**config.mk**
```make
export PLATFORM = sky130hd
export DESIGN_NAME = lgeu_ram
export DESIGN_NICKNAME = d
export VERILOG_FILES = /design/src/rtl/core/lgeu_ram.sv
export SDC_FILE = /design/constraint.sdc
export NUM_CORES = 2
export LEC_CHECK = 0
export BUFFER_PORTS_ARGS = -buffer_cell sky130_fd_sc_hd__buf_4
export CAP_MARGIN = 20
export CORE_MARGIN = 1.5
export CORE_UTILIZATION = 60
export CTS_CLUSTER_DIAMETER = 100
export CTS_CLUSTER_SIZE = 28
export DETAILED_ROUTE_END_ITERATION = 10
export PLACE_DENSITY = 0.81
export SLEW_MARGIN = 20
export SYNTH_ARGS = -nofsm -noshare
export SYNTH_HDL_FRONTEND = slang
export SYNTH_SLANG_ARGS = --single-unit
```
**constraint.sdc**
```tcl
create_clock -name clock -period 18.6 [get_ports clock]
set_input_delay 3.72 -clock clock [delete_from_list [all_inputs] [get_ports clock]]
set_output_delay 3.72 -clock clock [all_outputs]
set_load 0.01 [all_outputs]
```
**src/rtl/core/lgeu_ram.sv**
```systemverilog
`default_nettype none

module lgeu_ram #(
   parameter int WIDTH = 64,
   parameter int DEPTH = 64
) (
   input  wire logic                     clock,
   input  wire logic                     wr_en,
   input  wire logic [$clog2(DEPTH)-1:0] wr_addr,
   input  wire logic [WIDTH-1:0]         wr_data,
   input  wire logic                     rd_en,
   input  wire logic [$clog2(DEPTH)-1:0] rd_addr,
   output logic      [WIDTH-1:0]         rd_data
);

   logic [WIDTH-1:0] mem_ff [DEPTH];
   logic [WIDTH-1:0] rd_data_ff;

   always_ff @(posedge clock) begin
      if (wr_en) begin
         mem_ff[wr_addr] <= wr_data;
      end
      if (rd_en) begin
         rd_data_ff <= mem_ff[rd_addr];
      end
   end

   assign rd_data = rd_data_ff;

endmodule

`default_nettype wire

```
==> impl_table.tex <==
\begin{tabular}{lr}
\hline
Metric & Value \\
\hline
\multicolumn{2}{l}{\textbf{Drt}} \\
Routed wire length & 430700 µm \\
Routed via count divided by cell count & 7.561 \\
DRT Pass-1 Iters & 6 \\
Routed WL per cell & 41.92 µm \\
Number of nets with antenna violations after detailed routing & 0 \\
Number of remaining DRC errors & 0 \\
Detailed-route via count & 77670 \\
Initial drt markers & 14290 \\
\multicolumn{2}{l}{\textbf{Synth}} \\
Synthesis-stage register bit count & 4160 \\
Sequential share of the synthesized area & 79.57\% \\
Unique masters post-synth & 32 \\
Mean instance size in the synthesized netlist & 23.79 µm² \\
Post-synthesis cell count & 6598 \\
Syn\_nets & 6677 \\
Synth warnings & 0 \\
Netlist area before placement & 0.1570 mm² \\
\multicolumn{2}{l}{\textbf{Critical path}} \\
Worst R2R Path Depth & 5 \\
Cell repeated most along the worst path & sky130\_fd\_sc\_hd\_\_buf\_4 \\
Standard cell with the maximum stage delay on the critical path & sky130\_fd\_sc\_hd\_\_buf\_4 \\
Worst stage delay on the critical path & 0.90 ns \\
Kind of launch point of the worst setup path & input port \\
Setup slack on the worst flop-to-flop path & 16.36 ns \\
Type of the worst setup path & in -> reg \\
Maximum fanout along the worst path & 91 \\
Required time of the critical path & 19.21 ns \\
Data arrival time at the worst-slack endpoint & 8.33 ns \\
Capture point of the worst reg-to-reg path & rd\_data[54] \\
Type of destination of the critical path & register \\
CP Cell Sequence & buf\_16, buf\_4, buf\_4, buf\_4, mux4\_2, mux2i\_1, o22ai\_1, a41oi\_1, a211oi\_1 \\
FF-to-FF Start & mem\_ff[45][54] \\
\multicolumn{2}{l}{\textbf{Power and ir drop}} \\
Maximum vdd ir drop & 108.8 µV \\
Total Power & 15.67 mW \\
Standby leakage power & 50.66 nW \\
Ratio of total power to cell area & 93.60 mW/mm² \\
\multicolumn{2}{l}{\textbf{Status}} \\
Run status & complete, no violations \\
\multicolumn{2}{l}{\textbf{Timing}} \\
Final Hold Fails & 0 \\
Maximum frequency from static timing analysis & 129.5 MHz \\
Final worst path period share & 41.53\% \\
Min setup slack post-route & 10.88 ns \\
Slew at the pin closest to its max-slew limit & 1.315 ns \\
Post-layout min period & 7.724 ns \\
Finish-stage setup viols & 0 \\
Worst clock skew on the final layout & 0.05701 ns \\
Number of pins with negative max-slew slack in the final report & 0 \\
Setup TNS & 0 ns \\
Unrepaired setup endpoints after global routing & false \\
Worst slew margin & 12.32\% \\
\multicolumn{2}{l}{\textbf{Global route}} \\
Total routing resource utilization after global routing & 32.45\% \\
Number of global-route vias before repair & 77230 \\
Initial antenna violation count & 28 \\
Largest net degree at the start of global routing & 117 \\
Overflow after GRT & 0 \\
Wire length of the first global-routing pass & 589600 µm \\
\multicolumn{2}{l}{\textbf{Die}} \\
Initial core utilization & 60.39\% \\
Core Area & 0.2599 mm² \\
Y dimension of the die & 514.5 µm \\
Die outline area & 0.2647 mm² \\
Num rows & 187 \\
I/O pin cnt & 143 \\
Die boundary width & 514.5 µm \\
\multicolumn{2}{l}{\textbf{Clock network}} \\
Count of hold buffers inserted by post-cts repair & 0 \\
Clock buffers created by TritonCTS & 168 \\
Clock Path Buffers & 3 \\
Resized Gates After CTS & 0 \\
Root cell of the clock tree & sky130\_fd\_sc\_hd\_\_clkbuf\_16 \\
Setup repair bufs after CTS & 0 \\
Number of sinks driven by the clock tree & 4160 \\
H-tree levels & 4 \\
Reg clk slew, reported paths & 0.10 ns \\
Clock Latency Late Sink & 0.91 ns \\
TritonCTS clock tree & yes \\
\multicolumn{2}{l}{\textbf{Finish}} \\
Share of final-layout standard cells stronger than drive strength 1 & 24.52\% \\
NumNets Final & 6814 \\
Filler cells & 15530 \\
Commonest non-fill, non-tap cell in the layout & sky130\_fd\_sc\_hd\_\_edfxtp\_1 \\
Leading cell types in the layout, fill and taps excluded & sky130\_fd\_sc\_hd\_\_edfxtp\_1, sky130\_fd\_sc\_hd\_\_mux4\_2, sky130\_fd\_sc\_hd\_\_buf\_4, sky130\_fd\_sc\_hd\_\_clkbuf\_16, sky130\_fd\_sc\_hd\_\_a22oi\_1 \\
Relative area change from synthesis to final layout & 6.665\% \\
\multicolumn{2}{l}{\textbf{Hold path}} \\
Hold path depth & 4 \\
Hold Crit Endpoint & rd\_data[44] \\
Worst min path class & reg -> reg \\
Beginning of the worst hold path & mem\_ff[55][44] \\
\multicolumn{2}{l}{\textbf{Placement}} \\
Number of buffers inserted by port buffering & 142 \\
GPL Wtd Cong & 0.8209 \\
Detailed placement HPWL & 223000 µm \\
Worst slack at placement & 9.930 ns \\
\multicolumn{2}{l}{\textbf{Flow run}} \\
Count of maximum capacitance violations & 0 \\
\hline
\end{tabular}
## final cells by class
class | count | area, µm² | area share (%)
Tap cell | 3496 | 4374 | 2.612
Timing Repair Buffer | 337 | 2691 | 1.607
Clock buffer | 170 | 4254 | 2.540
Sequential cell | 4160 | 124900 | 74.60
Antenna cell | 24 | 60.06 | 0.03587
Clock inverter | 18 | 296.5 | 0.1771
Multi-Input combinational cell | 2049 | 30780 | 18.38
Inverter | 19 | 71.32 | 0.04259
## layer usage
layer,vias to the layer above,share of wire (%),GRT usage (%)
met2,7698,47,50.33
met4,24,6.0,16.12
met5,-,0.067,0
met3,1440,16,8.903
li1,28450,-,-
met1,40060,31,42.97
## cell usage after synthesis
cell type	instances	area, µm²
sky130_fd_sc_hd__nand4_1	2	12.51
sky130_fd_sc_hd__a22o_1	88	770.7
sky130_fd_sc_hd__nor2b_1	28	175.2
sky130_fd_sc_hd__nand3_1	45	225.2
sky130_fd_sc_hd__a31oi_1	18	112.6
sky130_fd_sc_hd__a22oi_1	168	1261
sky130_fd_sc_hd__nand4b_1	1	8.760
sky130_fd_sc_hd__or3b_2	1	8.760
sky130_fd_sc_hd__o221ai_1	38	332.8
sky130_fd_sc_hd__buf_6	6	67.56
sky130_fd_sc_hd__nor2_1	112	420.4
sky130_fd_sc_hd__nand2_1	58	217.7
sky130_fd_sc_hd__nand3b_1	2	15.01
sky130_fd_sc_hd__or2_2	28	175.2
sky130_fd_sc_hd__a41oi_1	26	227.7
sky130_fd_sc_hd__buf_2	170	850.8
sky130_fd_sc_hd__a211oi_1	63	473.0
sky130_fd_sc_hd__buf_4	34	255.2
sky130_fd_sc_hd__clkbuf_1	140	525.5
sky130_fd_sc_hd__a31o_1	1	8.760
sky130_fd_sc_hd__or3_1	29	181.4
sky130_fd_sc_hd__and3_1	64	400.4
sky130_fd_sc_hd__nand2b_1	11	68.82
sky130_fd_sc_hd__nor3_1	2	10.01
sky130_fd_sc_hd__mux2i_1	135	1351
sky130_fd_sc_hd__inv_1	19	71.32
sky130_fd_sc_hd__edfxtp_1	4160	124900
sky130_fd_sc_hd__mux4_2	1024	23060
sky130_fd_sc_hd__buf_1	20	75.07
sky130_fd_sc_hd__and2_1	3	18.77
sky130_fd_sc_hd__o22ai_1	83	519.3
sky130_fd_sc_hd__a2bb2oi_1	19	166.4
## state kept, by name, summed over array words and instances, names as in the netlist
register and flops:
mem_ff 4096, rd_data 64
## per-stage QoR
stage / area [µm²] / util [%] / cells / hold slack (ns)
after floorplan: 157000 / - / 6598 / 0.8648
after global placement: 162700 / 62.59 / 10060 / 0.8899
after detailed placement: 162800 / 62.62 / 10060 / 0.9067
after CTS: 167300 / 64.37 / 10250 / 0.9636
after global routing: 167400 / 64.40 / 10260 / 0.9932
final: 167500 / 64.42 / 10270 / 0.9644
## power breakdown
part	total (mW)	leakage, nW	switching (mW)	internal [mW]
clock	4.38	2.23	2.70	1.68
combinational	0.872	11.0	0.549	0.323
sequential	10.4	37.5	0.0372	10.4
## critical path: cells and delay by family
family / cells / cell delay (ns)
buf+inv: 4 / 3.08
mux: 2 / 0.82
compound gates: 3 / 0.50
## worst max path at each step
stage | from | end | slack [ns] | cells past startpoint
after floorplan | wr_addr[3] | mem_ff[48][0] | 9.44 | 4
after global placement | rd_addr[0] | rd_data[24] | 9.93 | 9
after detailed placement | rd_addr[0] | rd_data[3] | 9.93 | 9
after CTS | rd_addr[0] | rd_data[35] | 10.84 | 9
after global routing | rd_addr[0] | rd_data[35] | 10.38 | 9
final | rd_addr[0] | rd_data[3] | 10.88 | 9
## cell families (layout without fill, tap and decap cells)
kind of cell | after synthesis | in the layout | synth area share [%]
other | 0 | 24 | 0
muxes | 1159 | 1159 | 15.55
DFF | 4160 | 4160 | 79.57
and+or+nand+nor | 386 | 386 | 1.235
buffers and inverters | 389 | 544 | 1.176
AOI/OAI and AO/OA | 504 | 504 | 2.467
Note: power is estimated with default switching activity, not from simulation.
