### src/rtl/core/lgeu_pkg.sv
`default_nettype none

package lgeu_pkg;

   // grid limits
   localparam int MAX_ROWS = 64;
   localparam int MAX_COLS = 64;
   localparam int ROW_AW   = $clog2(MAX_ROWS);
   localparam int COL_AW   = $clog2(MAX_COLS);

   // field and register widths
   localparam int CMD_W      = 2;
   localparam int ROW_W      = 6;
   localparam int COL_W      = 6;
   localparam int SIZE_W     = 7;
   localparam int CSR_IDX_W  = 2;
   localparam int CSR_DATA_W = 7;

   // sweep counter holds up to rows + 3
   localparam int CNT_W = $clog2(MAX_ROWS + 4);

   // commands
   localparam logic [CMD_W-1:0] CMD_WRITE = 2'd0;
   localparam logic [CMD_W-1:0] CMD_READ  = 2'd1;
   localparam logic [CMD_W-1:0] CMD_STEP  = 2'd2;
   localparam logic [CMD_W-1:0] CMD_FILL  = 2'd3;

   // register indexes
   localparam logic [CSR_IDX_W-1:0] CSR_ROWS = 2'd0;
   localparam logic [CSR_IDX_W-1:0] CSR_COLS = 2'd1;
   localparam logic [CSR_IDX_W-1:0] CSR_WRAP = 2'd2;

   // B3/S23
   localparam logic [3:0] NEIS_BIRTH = 4'd3;
   localparam logic [3:0] NEIS_KEEP  = 4'd2;

   // one column of the three-row window
   typedef struct packed {
      logic up;
      logic mid;
      logic down;
   } lgeu_tap_type;

   typedef struct packed {
      logic              shift;
      logic              wrap;
      logic              row_edge;
      logic [COL_AW:0]   cols;
   } lgeu_ctl_type;

   function automatic logic [ROW_AW:0] clamp_rows(input logic [SIZE_W-1:0] v);
      logic [31:0] w;
      w = 32'(v);
      if (w == 32'd0) begin
         return (ROW_AW+1)'(1);
      end else if (w > 32'(MAX_ROWS)) begin
         return (ROW_AW+1)'(MAX_ROWS);
      end
      return (ROW_AW+1)'(w);
   endfunction

   function automatic logic [COL_AW:0] clamp_cols(input logic [SIZE_W-1:0] v);
      logic [31:0] w;
      w = 32'(v);
      if (w == 32'd0) begin
         return (COL_AW+1)'(1);
      end else if (w > 32'(MAX_COLS)) begin
         return (COL_AW+1)'(MAX_COLS);
      end
      return (COL_AW+1)'(w);
   endfunction

endpackage

`default_nettype wire

### src/rtl/core/lgeu_cell.sv
`default_nettype none

module lgeu_cell (
   input  wire logic                  clock,
   input  wire lgeu_pkg::lgeu_ctl_type ctl,
   input  wire logic                  load_bit,
   input  wire logic                  active,
   input  wire logic                  col_edge,
   input  wire lgeu_pkg::lgeu_tap_type left_tap,
   input  wire lgeu_pkg::lgeu_tap_type right_tap,
   output lgeu_pkg::lgeu_tap_type     own_tap,
   output logic                       next_bit
);
   import lgeu_pkg::*;

   logic       up_ff, mid_ff, down_ff;
   logic [3:0] neis;
   logic       kill;
   logic       rule_bit;

   // window moves down one row per shift
   always_ff @(posedge clock) begin
      if (ctl.shift) begin
         up_ff   <= mid_ff;
         mid_ff  <= down_ff;
         down_ff <= load_bit;
      end
   end

   assign own_tap = '{up: up_ff, mid: mid_ff, down: down_ff};

   assign neis = 4'(left_tap.up) + 4'(up_ff) + 4'(right_tap.up)
               + 4'(left_tap.mid) + 4'(right_tap.mid)
               + 4'(left_tap.down) + 4'(down_ff) + 4'(right_tap.down);

   assign kill     = !ctl.wrap && (ctl.row_edge || col_edge);
   assign rule_bit = (neis == NEIS_BIRTH) || ((neis == NEIS_KEEP) && mid_ff);

   // columns outside the area in use keep their old value
   assign next_bit = !active ? mid_ff : (kill ? 1'b0 : rule_bit);

endmodule

`default_nettype wire

### src/rtl/core/lgeu_row.sv
`default_nettype none

module lgeu_row (
   input  wire logic                            clock,
   input  wire lgeu_pkg::lgeu_ctl_type          ctl,
   input  wire logic [lgeu_pkg::MAX_COLS-1:0]   load_row,
   output logic      [lgeu_pkg::MAX_COLS-1:0]   next_row
);
   import lgeu_pkg::*;

   lgeu_tap_type      taps [MAX_COLS];
   lgeu_tap_type      wrap_tap;
   logic [COL_AW-1:0] last_col;

   assign last_col = COL_AW'(ctl.cols - 1'b1);
   assign wrap_tap = taps[last_col];

   for (genvar j = 0; j < MAX_COLS; j++) begin : g_cell
      lgeu_tap_type left_tap;
      lgeu_tap_type right_tap;
      logic         is_last;

      assign is_last = (last_col == COL_AW'(j));

      if (j == 0) begin : g_first
         assign left_tap = wrap_tap;
      end else begin : g_inner_l
         assign left_tap = taps[j-1];
      end

      if (j == MAX_COLS - 1) begin : g_end
         assign right_tap = taps[0];
      end else begin : g_inner_r
         assign right_tap = is_last ? taps[0] : taps[j+1];
      end

      lgeu_cell u_cell (
         .clock     (clock),
         .ctl       (ctl),
         .load_bit  (load_row[j]),
         .active    ((COL_AW+1)'(j) < ctl.cols),
         .col_edge  ((j == 0) || is_last),
         .left_tap  (left_tap),
         .right_tap (right_tap),
         .own_tap   (taps[j]),
         .next_bit  (next_row[j])
      );
   end

endmodule

`default_nettype wire

### config.mk
export PLATFORM = sky130hd
export DESIGN_NAME = lgeu_row
export DESIGN_NICKNAME = d
export VERILOG_FILES = /design/src/rtl/core/lgeu_pkg.sv /design/src/rtl/core/lgeu_cell.sv /design/src/rtl/core/lgeu_row.sv
export SDC_FILE = /design/constraint.sdc
export NUM_CORES = 1
export LEC_CHECK = 0
export BUFFER_PORTS_ARGS = -buffer_cell sky130_fd_sc_hd__buf_2
export CAP_MARGIN = 25
export CORE_UTILIZATION = 25
export CTS_BUF_LIST = sky130_fd_sc_hd__clkbuf_4
export DETAILED_ROUTE_END_ITERATION = 10
export SLEW_MARGIN = 30
export SYNTH_ARGS = -nofsm -noshare
export SYNTH_HDL_FRONTEND = slang
export SYNTH_HIERARCHICAL = 1
export SYNTH_SLANG_ARGS = --single-unit
### constraint.sdc
create_clock -name clock -period 29 [get_ports clock]
set_input_delay 5.8 -clock clock [delete_from_list [all_inputs] [get_ports clock]]
set_output_delay 5.8 -clock clock [all_outputs]
set_load 0.03 [all_outputs]
==> results.tsv, run 1 <==
metric	value	unit
DRT Wirelength	75.4	mm
most frequent cells after synthesis	inv_1 (831), fa_1 (256), ha_1 (197)	
num ports	139	
DRC	0	
CTS tree	yes	
initial core utilization	25.3	%
status	finished clean	
number of vias per cell	4.57	
Post-Syn Area per Cell	9.94	um2
die outline width	324	um
Post-Syn Nets	3132	
Die Footprint	105000	um2
cts hold-fix bufs	0	
fill count	11000	
non-filler cells, final	3905	
Finish-stage setup viols	0	
final hold violation count	0	
unrepaired setup endpoints after global routing	no	
LEAKAGE	13.2	nW
first-pass GRT wire length	115	mm
Required @ worst endpoint	23200	ps
EDFF count, synth	192	
Worst Skew	31.8	ps
clk slew on worst S/H paths	170	ps
die span in y	324	um
most common cell in the netlist	inv_1	
largest net degree at the start of global routing	69	
Final #Nets	3045	
maximum VDD drop	0.0285	mV
area leader, netlist	edfxtp_1	
Routed Antenna Nets	0	
share of cells above drive strength 1	19.9	%
Synth async-reset ratio	0	%
core footprint	102000	um2
pwr dens	50.5	nW/um2
crit share post-route	62.1	%
setup tns final	0	ps
GRT Residual Overflow	0	
Area Growth Syn to Fin	4.58	%
Slew Viols, Final	0	
post-CTS setup repair buffer count	0	
cell area after synthesis	25900	um2
yosys warns	6	
via count	17900	
Max Freq	55.5	MHz
WS Path Type	in2out	
DP HPWL	57.0	mm
Clock Sinks	192	
arrival time worst endpoint	12210	ps
Tmin final	18010	ps
Critical Path End Type	output port	
register area share after synthesis	22.3	%
Min-Delay Path Class	reg2reg	
CTS Buf Count	17	
# rows	117	
CP Max Fanout	36	
top-area cell type share of the netlist area	22.3	%
Slew @ Worst Pin	1140	ps
max-cap violations	0	
DRT iter0 DRCs	1308	
placed insts	3863	
Tot GR Track Use	14.7	%
synth top area cells	edfxtp_1 (22%), fa_1 (20%), inv_1 (12%)	
Synth Register Bits	192	
CTS H-tree depth	4	
Gates resized, CTS repair	0	
vias in the first global route	18700	
relative slew slack	23.6	%
Routed wire per std cell	19.3	um
DRT Pass-1 Iters	5	
Clock Root Buffer	clkbuf_4	
initial antenna violation count	8	
I/O Buffers	138	
Most used DFF post-synth	edfxtp_1	
worst skew pair latency	820	ps
Max Root-Sink Buffers	2	
startpoint types	primary input	
library cells used by synthesis	50	
GPL Wtd Cong	0.892	
Synth Instances	2604	
final timing paths:
check / startpoint / end / slack, ps / cells past startpoint
worst min register to register: g_cell[63].u_cell/mid_ff$_DFFE_PP_ / g_cell[63].u_cell/up_ff$_DFFE_PP_ / 560 / 0
worst min-delay path: g_cell[63].u_cell/mid_ff$_DFFE_PP_ / g_cell[63].u_cell/up_ff$_DFFE_PP_ / 560 / 0
worst max register to register: g_cell[0].u_cell/down_ff$_DFFE_PP_ / g_cell[0].u_cell/mid_ff$_DFFE_PP_ / 27560 / 1
worst max-delay path: ctl[0] / next_row[0] / 10990 / 19
logic make-up after synthesis:
group	share of synthesized area (%)
muxes	12.4
AOI/OAI and AO/OA	11.9
buffers and inverters	18.9
xor gates and xnor gates	0.0677
and+or+nand+nor	5.09
other	0.0145
adders and majority gates	29.3
DFF	22.3
state kept, by name (all words and copies together), names as in the netlist:
name and count:
g_cell.u_cell/mid_ff 64, g_cell.u_cell/up_ff 64, g_cell.u_cell/down_ff 64
cell usage in the layout, fill, tap and decap left out, types with 45 or more instances in the layout:
| master | n |
|---|---|
| ha_1 | 195 |
| buf_2 | 136 |
| a21oi_1 | 80 |
| mux2_2 | 183 |
| and2_0 | 64 |
| nor2_1 | 71 |
| edfxtp_1 | 192 |
| nand2_1 | 45 |
| o311a_1 | 64 |
| mux4_2 | 48 |
| a211oi_2 | 64 |
| fa_1 | 256 |
| o221ai_1 | 64 |
| inv_1 | 831 |
metrics by stage:
stage	cell area (um2)	hold slack [ps]	power [mW]	setup slack [ps]	util, %
2_1_floorplan	25900	451	0.987	11610	-
3_3_place_gp	26700	517	1.18	11010	26.1
3_5_place_dp	26700	518	1.21	10970	26.1
4_1_cts	27000	559	1.38	11000	26.4
5_1_grt	27100	593	1.51	10630	26.5
6_report	27100	558	1.37	10990	26.5
final cells by class:
cell class,count,area [um2],share of cell area (%)
antenna,8,20.0,0.0740
clock buffer,19,143,0.527
clock inverter,12,151,0.559
inverter,831,3120,11.5
multi-input combinational,1316,15200,56.4
sequential,192,5770,21.3
tap,1368,1710,6.33
timing repair buffer,159,901,3.33
per-layer routing:
layer | GRT usage (%) | share of wire (%) | vias to the layer above | routed length, um
li1 | - | - | 8112 | -
met1 | 18.9 | 43 | 9000 | 32300
met2 | 23.7 | 46 | 629 | 34700
met3 | 4.17 | 8.7 | 106 | 6590
met4 | 4.58 | 2.4 | 6 | 1800
met5 | 0 | 0.045 | - | 34
critical path: stages:
cell,delay (ps)
buf_4,430
inv_1,220
ha_2,940
buf_4,460
mux4_2,550
a22o_1,250
o31ai_1,440
o2111ai_1,200
inv_1,120
fa_1,410
fa_1,460
fa_1,490
inv_1,40
ha_1,190
fa_1,380
inv_1,90
o221ai_1,120
a211oi_2,270
buf_2,290
power by group:
part           total [mW]  switching, mW  leakage (nW)  internal [mW]
clock               0.176          0.120         0.158         0.0552
sequential          0.363         0.0338          1.88          0.329
combinational       0.828          0.494          11.2          0.335
total                1.37          0.648          13.2          0.719
(Power assumes the default switching activity.)
==> run 2: changes to the inputs <==
- clock period: 29 -> 16.8 ns (I/O delays scaled with it)
==> results.tsv, run 2 (synthesized netlist as in run 1, its figures left out) <==
metric	value	unit	change
initial antenna violation count	10		+2
status	finished clean		
CTS tree	yes		
worst skew pair latency	800	ps	-20 ps
internal power	1.23	mW	+70%
startpoint types	primary input		
flop-to-flop setup slack	15280	ps	-12,280 ps
# rows	117		unchanged
post-CTS setup repair buffer count	0		unchanged
worst r2r src	g_cell[0].u_cell/mid_ff$_DFFE_PP_		
Min-Delay Path Class	reg2reg		
Register Area	5770	um2	unchanged
core footprint	102000	um2	unchanged
clk slew on worst S/H paths	180	ps	about the same
setup tns final	0	ps	unchanged
cts hold-fix bufs	0		unchanged
unrepaired setup endpoints after global routing	no		
top flop regs	g_cell.u_cell/down_ff x64, g_cell.u_cell/mid_ff x64, g_cell.u_cell/up_ff x64		
sw frac	47.9	%	+0.53 points
Die Footprint	105000	um2	unchanged
non-filler cells, final	3899		-0.15%
final hold violation count	0		unchanged
Critical Path End Type	output port		
CTS Buf Count	17		unchanged
Worst Skew	32.7	ps	+0.910 ps
Reg power frac	26.6	%	about the same
Clock Root Buffer	clkbuf_4		
number of vias per cell	4.60		+0.53%
Finish-stage setup viols	0		unchanged
most frequent cells in the layout	inv_1 (831), fa_1 (256), ha_1 (196)		
fill count	11000		-0.036%
Hold Crit Start	g_cell[63].u_cell/mid_ff$_DFFE_PP_		
Max Root-Sink Buffers	2		unchanged
GRT Residual Overflow	0		unchanged
DRT iter0 DRCs	1372		+4.9%
share of cells above drive strength 1	19.8	%	-0.11 points
footprint of the multi-input gates	15300	um2	about the same
placed insts	3864		+0.026%
first-pass GRT wire length	115	mm	+0.47%
Tot GR Track Use	14.8	%	+0.093 points
WS Path Type	in2out		
Routed wire per std cell	19.6	um	+1.5%
I/O Buffers	138		unchanged
clock power share	12.3	%	-0.5 points
Clock Sinks	192		unchanged
Final #Nets	3043		-0.066%
hold slack final	560	ps	+2.45 ps
Slew @ Worst Pin	1050	ps	-86.5 ps
DP HPWL	57.9	mm	+1.5%
overall power	2.35	mW	+72%
die span in y	324	um	unchanged
worst reg2reg path depth	1		unchanged
DRC	0		unchanged
via count	17900		+0.38%
Area Growth Syn to Fin	4.28	%	
Post-Place Cell Area	26700	um2	about the same
Gates resized, CTS repair	0		unchanged
commonest non-fill, non-tap cell in the layout	inv_1		
max-cap violations	0		unchanged
largest net degree at the start of global routing	69		unchanged
vias in the first global route	18600		-0.39%
worst reg2reg endpoint	g_cell[0].u_cell/up_ff$_DFFE_PP_		
crit share post-route	77.1	%	
relative slew slack	29.9	%	+6.3 points
Logic pwr share	61.1	%	+0.5 points
Hold Crit Depth	0		unchanged
initial core utilization	25.3	%	unchanged
pwr dens	87.2	nW/um2	+73%
CP Max Fanout	36		unchanged
arrival time worst endpoint	9600	ps	-2610 ps
Required @ worst endpoint	13440	ps	-9760 ps
DRT Pass-1 Iters	5		unchanged
die outline width	324	um	unchanged
P_sw	1.13	mW	+74%
Max Freq	77.2	MHz	
DRT Wirelength	76.3	mm	+1.3%
GPL Wtd Cong	0.901		+1.0%
fin area	27000	um2	-0.29%
Routed Antenna Nets	0		unchanged
CTS H-tree depth	4		unchanged
LEAKAGE	13.2	nW	-0.20%
num ports	139		unchanged
WHS Endpoint	g_cell[63].u_cell/up_ff$_DFFE_PP_		
Slew Viols, Final	0		unchanged
Tmin final	12960	ps	
maximum VDD drop	0.0445	mV	+56%
==> run 2: cell count changes in the layout (fill, tap and decap cells not counted), moves of 2 or more <==
cell,before,now
o21ai_0,17,15
clkbuf_4,19,17
clkinv_1,0,2
buf_16,2,0
diode_2,8,3
==> run 2: worst max path at each step <==
stage,start,endpoint,slack (ps)
floorplan,ctl[0],next_row[0],4290
global placement,ctl[0],next_row[25],4010
detailed placement,ctl[0],next_row[7],3880
CTS,ctl[0],next_row[7],3880
global route,ctl[0],next_row[9],3500
finish,ctl[0],next_row[12],3840
==> run 2: power groups by stage <==
stage | registers [mW] | clock network, mW | logic [mW]
6_report | 0.626 | 0.289 | 1.44
5_1_grt | 0.631 | 0.316 | 1.65
4_1_cts | 0.626 | 0.302 | 1.46
3_3_place_gp | 0.636 | 0 | 1.40
3_5_place_dp | 0.636 | 0 | 1.45
2_1_floorplan | 0.593 | 0 | 1.11
==> run 2: cell type report <==
cell class,count,share of cell area [%]
multi-input combinational,1316,56.5
sequential,192,21.4
inverter,831,11.6
tap,1368,6.34
timing repair buffer,157,3.15
clock inverter,15,0.561
clock buffer,17,0.473
antenna,3,0.0278
==> run 2: per-stage QoR <==
step	util, %	worst slack, ps
after CTS	26.4	3880
final	26.4	3840
after floorplan	-	4290
after global placement	26.1	4010
after global routing	26.4	3500
after detailed placement	26.1	3880
==> run 2: worst max-delay path: stages <==
cell and delay [ps]:
buf_4 470, inv_1 240, ha_1 380, nor3b_1 240, xnor2_1 360, and3_1 680
nand3_1 300, mux2_2 360, inv_1 70, fa_1 430, fa_1 460, fa_1 490
inv_1 40, ha_1 190, fa_1 480, o221ai_1 120, a211oi_2 580, buf_2 310
==> run 2: layer usage <==
layer	part of all wire [%]	GRT usage (%)	vias to the layer above
met5	0.079	0	-
met4	2.4	4.66	10
met3	9.1	4.55	103
met2	47	24.0	705
met1	42	18.7	9006
li1	-	-	8096
